--- src/hdl/irdl_pkg.sv ---
// Shared types and calibration tables for the IR distance linearizer.
`timescale 1ns / 1ps
package irdl_pkg;

  localparam int NUM_BP  = 11;
  localparam int NUM_SEG = NUM_BP - 1;

  localparam int SAMPLE_W = 10;
  localparam int CM_W     = 7;
  localparam int OFFS_W   = 6;
  localparam int DIST_W   = 8;
  localparam int SEG_W    = 4;
  localparam int SCALE_W  = 5;
  localparam int DSR_W    = 9;
  localparam int DVD_W    = 12;
  localparam int QUO_W    = 5;
  localparam int QCNT_W   = 3;

  localparam logic [SEG_W-1:0]  LAST_SEG   = SEG_W'(NUM_SEG - 1);
  localparam logic [OFFS_W-1:0] OFFS_RESET = OFFS_W'(6);

  // Breakpoints in converter counts, nearest first
  localparam logic [SAMPLE_W-1:0] BP_COUNTS [NUM_BP] = '{
    10'd987, 10'd641, 10'd553, 10'd482, 10'd415, 10'd377,
    10'd330, 10'd268, 10'd220, 10'd182, 10'd125
  };
  localparam logic [CM_W-1:0] BP_CM [NUM_BP] = '{
    7'd0, 7'd7, 7'd10, 7'd13, 7'd17, 7'd20, 7'd24, 7'd32, 7'd41, 7'd50, 7'd80
  };
  localparam logic [SCALE_W-1:0] SEG_SCALE [NUM_SEG] = '{
    5'd7, 5'd4, 5'd4, 5'd5, 5'd4, 5'd5, 5'd9, 5'd9, 5'd9, 5'd31
  };

  typedef enum logic [2:0] {
    S_IDLE,
    S_SEARCH,
    S_MUL,
    S_DIV,
    S_DONE
  } seq_state_t;

  typedef struct packed {
    logic             start;
    logic [DVD_W-1:0] dividend;
    logic [DSR_W-1:0] divisor;
  } div_req_t;

  typedef struct packed {
    logic             done;
    logic [QUO_W-1:0] quotient;
  } div_rsp_t;

  typedef struct packed {
    logic            done;
    logic [CM_W-1:0] cm;
    logic            flag;
  } seq_res_t;

endpackage

--- src/hdl/irdl_div.sv ---
// Iterative restoring divider, one quotient bit per cycle.
`timescale 1ns / 1ps
module irdl_div (
  input  logic              clk,
  input  logic              rst_n,
  input  irdl_pkg::div_req_t req,
  output irdl_pkg::div_rsp_t rsp
);
  import irdl_pkg::*;

  localparam int TRIAL_W = DSR_W + QUO_W;

  logic [DVD_W-1:0]   rem_r, rem_nxt;
  logic [DSR_W-1:0]   dsr_r, dsr_nxt;
  logic [QUO_W-1:0]   q_r, q_nxt;
  logic [QCNT_W-1:0]  k_r, k_nxt;
  logic               busy_r, busy_nxt;
  logic               done_r, done_nxt;
  logic [TRIAL_W-1:0] trial;
  logic               ge;

  // quotient is known to fit QUO_W bits, so the divisor starts shifted up
  assign trial = {{QUO_W{1'b0}}, dsr_r} << k_r;
  assign ge    = {{(TRIAL_W-DVD_W){1'b0}}, rem_r} >= trial;

  always_comb begin
    rem_nxt  = rem_r;
    dsr_nxt  = dsr_r;
    q_nxt    = q_r;
    k_nxt    = k_r;
    busy_nxt = busy_r;
    done_nxt = 1'b0;
    if (req.start) begin
      rem_nxt  = req.dividend;
      dsr_nxt  = req.divisor;
      q_nxt    = '0;
      k_nxt    = QCNT_W'(QUO_W - 1);
      busy_nxt = 1'b1;
    end else if (busy_r) begin
      q_nxt = {q_r[QUO_W-2:0], ge};
      if (ge) begin
        rem_nxt = rem_r - trial[DVD_W-1:0];
      end
      if (k_r == '0) begin
        busy_nxt = 1'b0;
        done_nxt = 1'b1;
      end else begin
        k_nxt = k_r - QCNT_W'(1);
      end
    end
  end

  always_ff @(posedge clk) begin
    if (!rst_n) begin
      busy_r <= 1'b0;
      done_r <= 1'b0;
    end else begin
      busy_r <= busy_nxt;
      done_r <= done_nxt;
    end
    rem_r <= rem_nxt;
    dsr_r <= dsr_nxt;
    q_r   <= q_nxt;
    k_r   <= k_nxt;
  end

  assign rsp.done     = done_r;
  assign rsp.quotient = q_r;

endmodule

--- src/hdl/irdl_seq.sv ---
// Sequencer: segment search, scale multiply and divider control.
`timescale 1ns / 1ps
module irdl_seq (
  input  logic                          clk,
  input  logic                          rst_n,
  input  logic                          start,
  input  logic [irdl_pkg::SAMPLE_W-1:0] avg,
  output logic                          busy,
  output irdl_pkg::seq_res_t            res
);
  import irdl_pkg::*;

  localparam int PROD_W = DSR_W + SCALE_W;

  seq_state_t          state_r, state_nxt;
  logic [SAMPLE_W-1:0] avg_r, avg_nxt;
  logic [SEG_W-1:0]    seg_r, seg_nxt;
  logic [SEG_W-1:0]    seg_up;
  logic [CM_W-1:0]     cm_r, cm_nxt;
  logic                flag_r, flag_nxt;
  logic [SAMPLE_W-1:0] lo, hi;
  logic [DSR_W-1:0]    span;
  logic [DSR_W-1:0]    delta;
  logic [PROD_W-1:0]   prod;
  div_req_t            div_req;
  div_rsp_t            div_rsp;

  assign seg_up = seg_r + SEG_W'(1);
  assign lo     = BP_COUNTS[seg_up];
  assign hi     = BP_COUNTS[seg_r];
  assign span   = DSR_W'(hi - lo);
  assign delta  = DSR_W'(avg_r - lo);
  assign prod   = {{SCALE_W{1'b0}}, delta} * {{DSR_W{1'b0}}, SEG_SCALE[seg_r]};

  irdl_div u_div (
    .clk   (clk),
    .rst_n (rst_n),
    .req   (div_req),
    .rsp   (div_rsp)
  );

  always_ff @(posedge clk) begin
    if (!rst_n) begin
      state_r <= S_IDLE;
    end else begin
      state_r <= state_nxt;
    end
    avg_r  <= avg_nxt;
    seg_r  <= seg_nxt;
    cm_r   <= cm_nxt;
    flag_r <= flag_nxt;
  end

  always_comb begin
    state_nxt        = state_r;
    avg_nxt          = avg_r;
    seg_nxt          = seg_r;
    cm_nxt           = cm_r;
    flag_nxt         = flag_r;
    div_req.start    = 1'b0;
    div_req.dividend = prod[DVD_W-1:0];
    div_req.divisor  = span;
    case (state_r)
      S_IDLE: begin
        if (start) begin
          avg_nxt = avg;
          seg_nxt = '0;
          if (avg > BP_COUNTS[0]) begin
            // above the near end: clamp to 0 cm
            cm_nxt    = BP_CM[0];
            flag_nxt  = 1'b1;
            state_nxt = S_DONE;
          end else begin
            state_nxt = S_SEARCH;
          end
        end
      end
      S_SEARCH: begin
        if (avg_r >= lo) begin
          state_nxt = S_MUL;
        end else if (seg_r == LAST_SEG) begin
          // below the far end: clamp to 80 cm
          cm_nxt    = BP_CM[NUM_BP-1];
          flag_nxt  = 1'b1;
          state_nxt = S_DONE;
        end else begin
          seg_nxt = seg_up;
        end
      end
      S_MUL: begin
        div_req.start = 1'b1;
        state_nxt     = S_DIV;
      end
      S_DIV: begin
        if (div_rsp.done) begin
          cm_nxt    = BP_CM[seg_up] - CM_W'(div_rsp.quotient);
          flag_nxt  = 1'b0;
          state_nxt = S_DONE;
        end
      end
      S_DONE: begin
        state_nxt = S_IDLE;
      end
      default: begin
        state_nxt = S_IDLE;
      end
    endcase
  end

  assign busy     = (state_r != S_IDLE);
  assign res.done = (state_r == S_DONE);
  assign res.cm   = cm_r;
  assign res.flag = flag_r;

endmodule

--- src/hdl/ir_distance_linearizer.sv ---
// Top level of the IR distance linearizer: pairing, offset register, result register.
`timescale 1ns / 1ps
// IR range sensor linearizer. Raw 10-bit converter samples come in on the in_
// channel; every two samples are averaged (truncating) and the average is mapped
// to centimetres by piecewise-linear interpolation over eleven fixed calibration
// breakpoints (987 counts = 0 cm down to 125 counts = 80 cm). The bumper offset
// (cfg_ register, reset 6 cm) is then added. One request comes out on the out_
// channel for every second sample. A reading sitting exactly on a breakpoint
// gives that breakpoint's distance; readings beyond either end clamp to 0 or
// 80 cm before the offset and raise out_of_range. The first sample of a pair
// is held in a register. The second sample starts a sequencer that walks the
// segments one per cycle, works the scale multiply, runs the one-bit-per-cycle
// divider and hands the result off to the output register. A reading above
// the near end skips straight to the hand-off; one below the far end walks all
// ten segments and skips the divide. in_stall is high while the sequencer
// runs, and for a second sample while the previous result is still stalled.
// The offset register takes writes at any time (cfg_ready is tied high); write
// it only while the block is idle.
module ir_distance_linearizer (
  input  logic                          clk,
  input  logic                          rst_n,
  input  logic                          in_valid,
  output logic                          in_stall,
  input  logic [irdl_pkg::SAMPLE_W-1:0] in_adc_sample,
  output logic                          out_valid,
  input  logic                          out_stall,
  output logic [irdl_pkg::DIST_W-1:0]   out_distance_cm,
  output logic                          out_out_of_range,
  input  logic                          cfg_valid,
  output logic                          cfg_ready,
  input  logic [irdl_pkg::OFFS_W-1:0]   cfg_bumper_offset_cm
);
  import irdl_pkg::*;

  logic [OFFS_W-1:0]   offs_r;
  logic [SAMPLE_W-1:0] held_r;
  logic                have_first_r;
  logic                out_valid_r;
  logic [DIST_W-1:0]   dist_r;
  logic                oor_r;
  logic                in_acc;
  logic                seq_start;
  logic                seq_busy;
  logic [SAMPLE_W:0]   pair_sum;
  logic [SAMPLE_W-1:0] avg;
  seq_res_t            seq_res;

  // offset register always writable
  assign cfg_ready = 1'b1;

  // second sample must wait until the result slot will be free
  assign in_stall  = seq_busy | (have_first_r & out_valid_r & out_stall);
  assign in_acc    = in_valid & ~in_stall;
  assign seq_start = in_acc & have_first_r;

  assign pair_sum = {1'b0, held_r} + {1'b0, in_adc_sample};
  assign avg      = pair_sum[SAMPLE_W:1];

  irdl_seq u_seq (
    .clk   (clk),
    .rst_n (rst_n),
    .start (seq_start),
    .avg   (avg),
    .busy  (seq_busy),
    .res   (seq_res)
  );

  always_ff @(posedge clk) begin
    if (!rst_n) begin
      offs_r       <= OFFS_RESET;
      have_first_r <= 1'b0;
      out_valid_r  <= 1'b0;
    end else begin
      if (cfg_valid && cfg_ready) begin
        offs_r <= cfg_bumper_offset_cm;
      end
      if (in_acc) begin
        have_first_r <= ~have_first_r;
      end
      if (seq_res.done) begin
        out_valid_r <= 1'b1;
      end else if (out_valid_r && !out_stall) begin
        out_valid_r <= 1'b0;
      end
    end
    if (in_acc && !have_first_r) begin
      held_r <= in_adc_sample;
    end
    if (seq_res.done) begin
      dist_r <= {1'b0, seq_res.cm} + {{(DIST_W-OFFS_W){1'b0}}, offs_r};
      oor_r  <= seq_res.flag;
    end
  end

  assign out_valid        = out_valid_r;
  assign out_distance_cm  = dist_r;
  assign out_out_of_range = oor_r;

endmodule
--- config.mk ---
export PLATFORM = sky130hd
export DESIGN_NAME = ir_distance_linearizer
export DESIGN_NICKNAME = d
export VERILOG_FILES = /design/src/hdl/irdl_pkg.sv /design/src/hdl/irdl_div.sv /design/src/hdl/irdl_seq.sv /design/src/hdl/ir_distance_linearizer.sv
export SDC_FILE = /design/constraint.sdc
export NUM_CORES = 1
export LEC_CHECK = 0
export ABC_AREA = 1
export BUFFER_PORTS_ARGS = -buffer_cell sky130_fd_sc_hd__buf_2
export CAP_MARGIN = 5
export CORE_UTILIZATION = 45
export CTS_CLUSTER_SIZE = 8
export DETAILED_ROUTE_END_ITERATION = 6
export PLACE_DENSITY_LB_ADDON = 0.3
export SETUP_SLACK_MARGIN = 0.4
export SLEW_MARGIN = 40
export SYNTH_ARGS = -nofsm -noshare
export SYNTH_HDL_FRONTEND = slang
export SYNTH_HIERARCHICAL = 1
export SYNTH_SLANG_ARGS = --single-unit
export TNS_END_PERCENT = 1
--- constraint.sdc ---
create_clock -name clk -period 5.8 [get_ports clk]
set_input_delay 1.16 -clock clk [delete_from_list [all_inputs] [get_ports clk]]
set_output_delay 1.16 -clock clk [all_outputs]
set_load 0.05 [all_outputs]
==> metrics.md <==
| Metric | Value |
|---|---|
| Crit path largest cell delay | `0.57 ns` |
| Number of antenna diodes | `0` |
| Setup-failing EPs final | `0` |
| Placeable core region | `16500 µm²` |
| Number of vias in the routed layout | `6492` |
| Total placed cells including tap cells | `1259` |
| Worst Setup Path Type | `register to register` |
| Number of max-cap violations | `0` |
| Worst path top cell family by delay | `adder cells` |
| Shortest period the worst path allows | `5.70 ns` |
| Port bufs | `31` |
| Routability cong. | `0.940` |
| Crit. End Element | `register` |
| Worst reg2reg endpoint | `u_seq/u_div/rem_r[11]$_DFFE_PP_` |
| Library cell contributing the largest single delay on the critical path | `sky130_fd_sc_hd__fa_1` |
| DR vias/cell | `5.02` |
| Post-synth top area share | `24.6%` |
| Cell Rows | `47` |
| Register area | `2280 µm²` |
| Hold Slack | `0.434 ns` |
| Top flip-flop cell by instance count after synthesis | `sky130_fd_sc_hd__edfxtp_1` |
| Buf+Inv Stages, Crit Path | `9` |
| Mean instance size in the synthesized netlist | `7.65 µm²` |
| Die extent in y | `132 µm` |
| Final hold violation count | `0` |
| Launching element of the worst setup path | `u_seq/seg_r[0]$_SDFFCE_PN0P_` |
| Share of final-layout standard cells stronger than drive strength 1 | `19.4%` |
| Synthesis-stage register bit count | `83` |
| Total congestion overflow | `0` |
| Fill cell total of the finished layout | `1551` |
| Initial antenna violation count | `0` |
| Kind of launch point of the worst setup path | `register` |
| H-tree depth | `3` |
| Distinct cells, synth | `52` |
| Max-slew headroom | `51.5%` |
| CTS tree | `yes` |
| Worst clock skew | `0.0100 ns` |
| Overall die width | `132 µm` |
| DRC marker count from the first detailed-route iteration | `325` |
| Maximum net fanout on the critical path | `7` |
| R2R Setup Slk | `0.10 ns` |
| Pin count of the biggest net entering global routing | `32` |
| Die ar. | `17300 µm²` |
| Syn Inst Count | `988` |
| Number of antenna-violating nets in the routed design | `0` |
| Starting density of the core | `45.9%` |
| Area taken by multi-input logic gates | `4840 µm²` |
| Number of flops mapped to enable cells by yosys | `62` |
| Final cycle utilization of the critical path | `98.2%` |
| Final Non-Filler Cells | `1294` |
| Min-delay worst type | `register to register` |
| R2R cell count | `36` |
| Critical path arrival | `5.80 ns` |
| Highest attainable clock frequency | `0.176 GHz` |
| Total count of max-transition violations in the final report | `0` |
| Clock Tree Root | `sky130_fd_sc_hd__clkbuf_16` |
| Top cell type by total area after synthesis | `sky130_fd_sc_hd__edfxtp_1` |
| Detailed Place HPWL | `13200 µm` |
| Routed wire per std cell | `13.0 µm` |
| First-pass iteration count of the detailed router | `4` |
| Final #Nets | `1188` |
| Number of top-level design ports | `33` |
| CTS sink cnt | `83` |
| Combined global-route utilization of all metal layers | `20.2%` |
| RSZ-0062 raised after global routing | `true` |
| Ys async rst share | `0%` |
| YS warnings | `6` |
| CP dominant cell by count | `sky130_fd_sc_hd__nand2_1` |
| Number of hold-repair buffers added at the cts stage | `0` |
| Cell area after synthesis | `7560 µm²` |
| First-pass GRT wire length | `28200 µm` |
| Transition time at the pin with the least slew margin | `0.725 ns` |
| Most instantiated library cell after synthesis | `sky130_fd_sc_hd__nand2_1` |
| Area growth, synth to finish | `17.9%` |
| Via count of the first global-routing pass | `6113` |
| Hold EP | `out_out_of_range$_DFFE_PP_` |
| Insertion delay of the later-clocked pin in the worst-skew pair | `0.36 ns` |
| Biggest area contributors in the synthesized netlist | `sky130_fd_sc_hd__edfxtp_1, sky130_fd_sc_hd__ha_1, sky130_fd_sc_hd__nand2_1` |
| Cells on Worst Hold Path | `0` |
| Buffer levels on the longest clock path | `2` |
| CTS Buf Count | `9` |
| Top cell types by occurrence after synthesis | `sky130_fd_sc_hd__nand2_1, sky130_fd_sc_hd__inv_1, sky130_fd_sc_hd__nor2_1` |
| Net Count, Synth | `1107` |
| Startpoint of the most critical register-to-register path | `u_seq/seg_r[0]$_SDFFCE_PN0P_` |
| Final routed DRC violation total | `0` |
| Routed wire length | `16800 µm` |
| Clock-pin slew on the worst setup and hold paths | `0.07 ns` |
| Hold_sp | `u_seq/flag_r$_DFFE_PP_` |
| Outcome | `completed` |
| Required time worst endpoint | `5.90 ns` |
| Share of the yosys chip area belonging to registers | `30.2%` |
| Aggregate negative setup slack | `0 ns` |
cell type report:
class / count / area share (%)
clock inverter: 7 / 0.856
tap: 220 / 3.09
inverter: 165 / 7.17
multi-input combinational: 726 / 54.3
clock buffer: 9 / 2.53
timing repair buffer: 84 / 6.41
sequential: 83 / 25.6
timing repair:
action | in CTS | in global routing
pin swaps | 23 | 25
gates resized for setup | 32 | 23
setup endpoints to repair | 4 | 5
cloned | 0 | 0
setup buffers | 13 | 6
through the flow:
step	setup WS [ns]	cell area (µm²)	util (%)
after global routing	-0.218	8910	54.1
final	0.104	8910	54.1
after global placement	0.182	8250	50.1
after detailed placement	0.104	8250	50.1
after floorplan	0.402	7660	-
after CTS	0.260	8780	53.3
worst reg2reg max path: cells and delay by family (launching register included):
| kind | cells | cell delay (ns) |
|---|---|---|
| AND/OR/NAND/NOR | 16 | 1.23 |
| AO/OA/AOI/OAI | 2 | 0.34 |
| adder cells (fa/ha/maj) | 7 | 2.44 |
| buffers and inverters | 9 | 0.54 |
| XOR/XNOR | 2 | 0.39 |
| flip-flops | 1 | 0.50 |
logic make-up after synthesis:
kind of cell,Yosys count,synth area share (%)
AO/OA/AOI/OAI,140,10.8
XOR/XNOR,32,3.81
adder cells (fa/ha/maj),98,18.6
buffers and inverters,179,9.55
flip-flops,83,30.2
other,1,0.0496
AND/OR/NAND/NOR,455,26.9
sequential cells by signal, indices dropped and copies added (netlist names):
register,count
u_seq/u_div/rem_r,12
held_r,10
u_seq/avg_r,10
u_seq/u_div/dsr_r,9
out_distance_cm,8
u_seq/cm_r,7
offs_r,6
u_seq/u_div/q_r,5
u_seq/seg_r,4
u_seq/state_r,3
u_seq/u_div/k_r,3
have_first_r,1
out_out_of_range,1
out_valid,1
u_seq/flag_r,1
u_seq/u_div/busy_r,1
u_seq/u_div/done_r,1
routing by layer:
layer  vias up  track usage (%)  wire length [µm]
li1       3383                -                 -
met1      2950             26.5              7990
met2       135             33.9              7820
met3        24             3.09               648
met4         0             7.04               327
met5         -                0                 0
worst max path at each step:
stage	depth (start not counted)	slack (ns)	to
4_1_cts	32	0.26	u_seq/u_div/rem_r[10]$_DFFE_PP_
5_1_grt	36	-0.22	u_seq/u_div/rem_r[11]$_DFFE_PP_
3_3_place_gp	31	0.18	u_seq/u_div/rem_r[11]$_DFFE_PP_
2_1_floorplan	36	0.40	u_seq/u_div/rem_r[11]$_DFFE_PP_
6_report	36	0.10	u_seq/u_div/rem_r[11]$_DFFE_PP_
3_5_place_dp	37	0.10	u_seq/u_div/rem_r[11]$_DFFE_PP_
cell usage in the layout, fill, tap and decap left out, types with 8 or more instances in the layout:
cell,instances
sky130_fd_sc_hd__nand3_1,56
sky130_fd_sc_hd__a21oi_1,42
sky130_fd_sc_hd__xor2_1,25
sky130_fd_sc_hd__ha_1,62
sky130_fd_sc_hd__nor2_2,9
sky130_fd_sc_hd__ha_4,10
sky130_fd_sc_hd__a31oi_1,8
sky130_fd_sc_hd__o21ai_0,40
sky130_fd_sc_hd__nor3_1,8
sky130_fd_sc_hd__inv_1,141
sky130_fd_sc_hd__nand2_1,226
sky130_fd_sc_hd__o21ai_1,8
sky130_fd_sc_hd__buf_4,49
sky130_fd_sc_hd__nand2_2,18
sky130_fd_sc_hd__clkbuf_16,9
sky130_fd_sc_hd__dfxtp_1,21
sky130_fd_sc_hd__nor2_1,94
sky130_fd_sc_hd__a21oi_2,9
sky130_fd_sc_hd__edfxtp_1,62
sky130_fd_sc_hd__buf_2,31
sky130_fd_sc_hd__inv_2,18
sky130_fd_sc_hd__fa_1,24
Power is not shown: default switching activity piles up to over one toggle a cycle in this logic, so the estimate is an artifact.
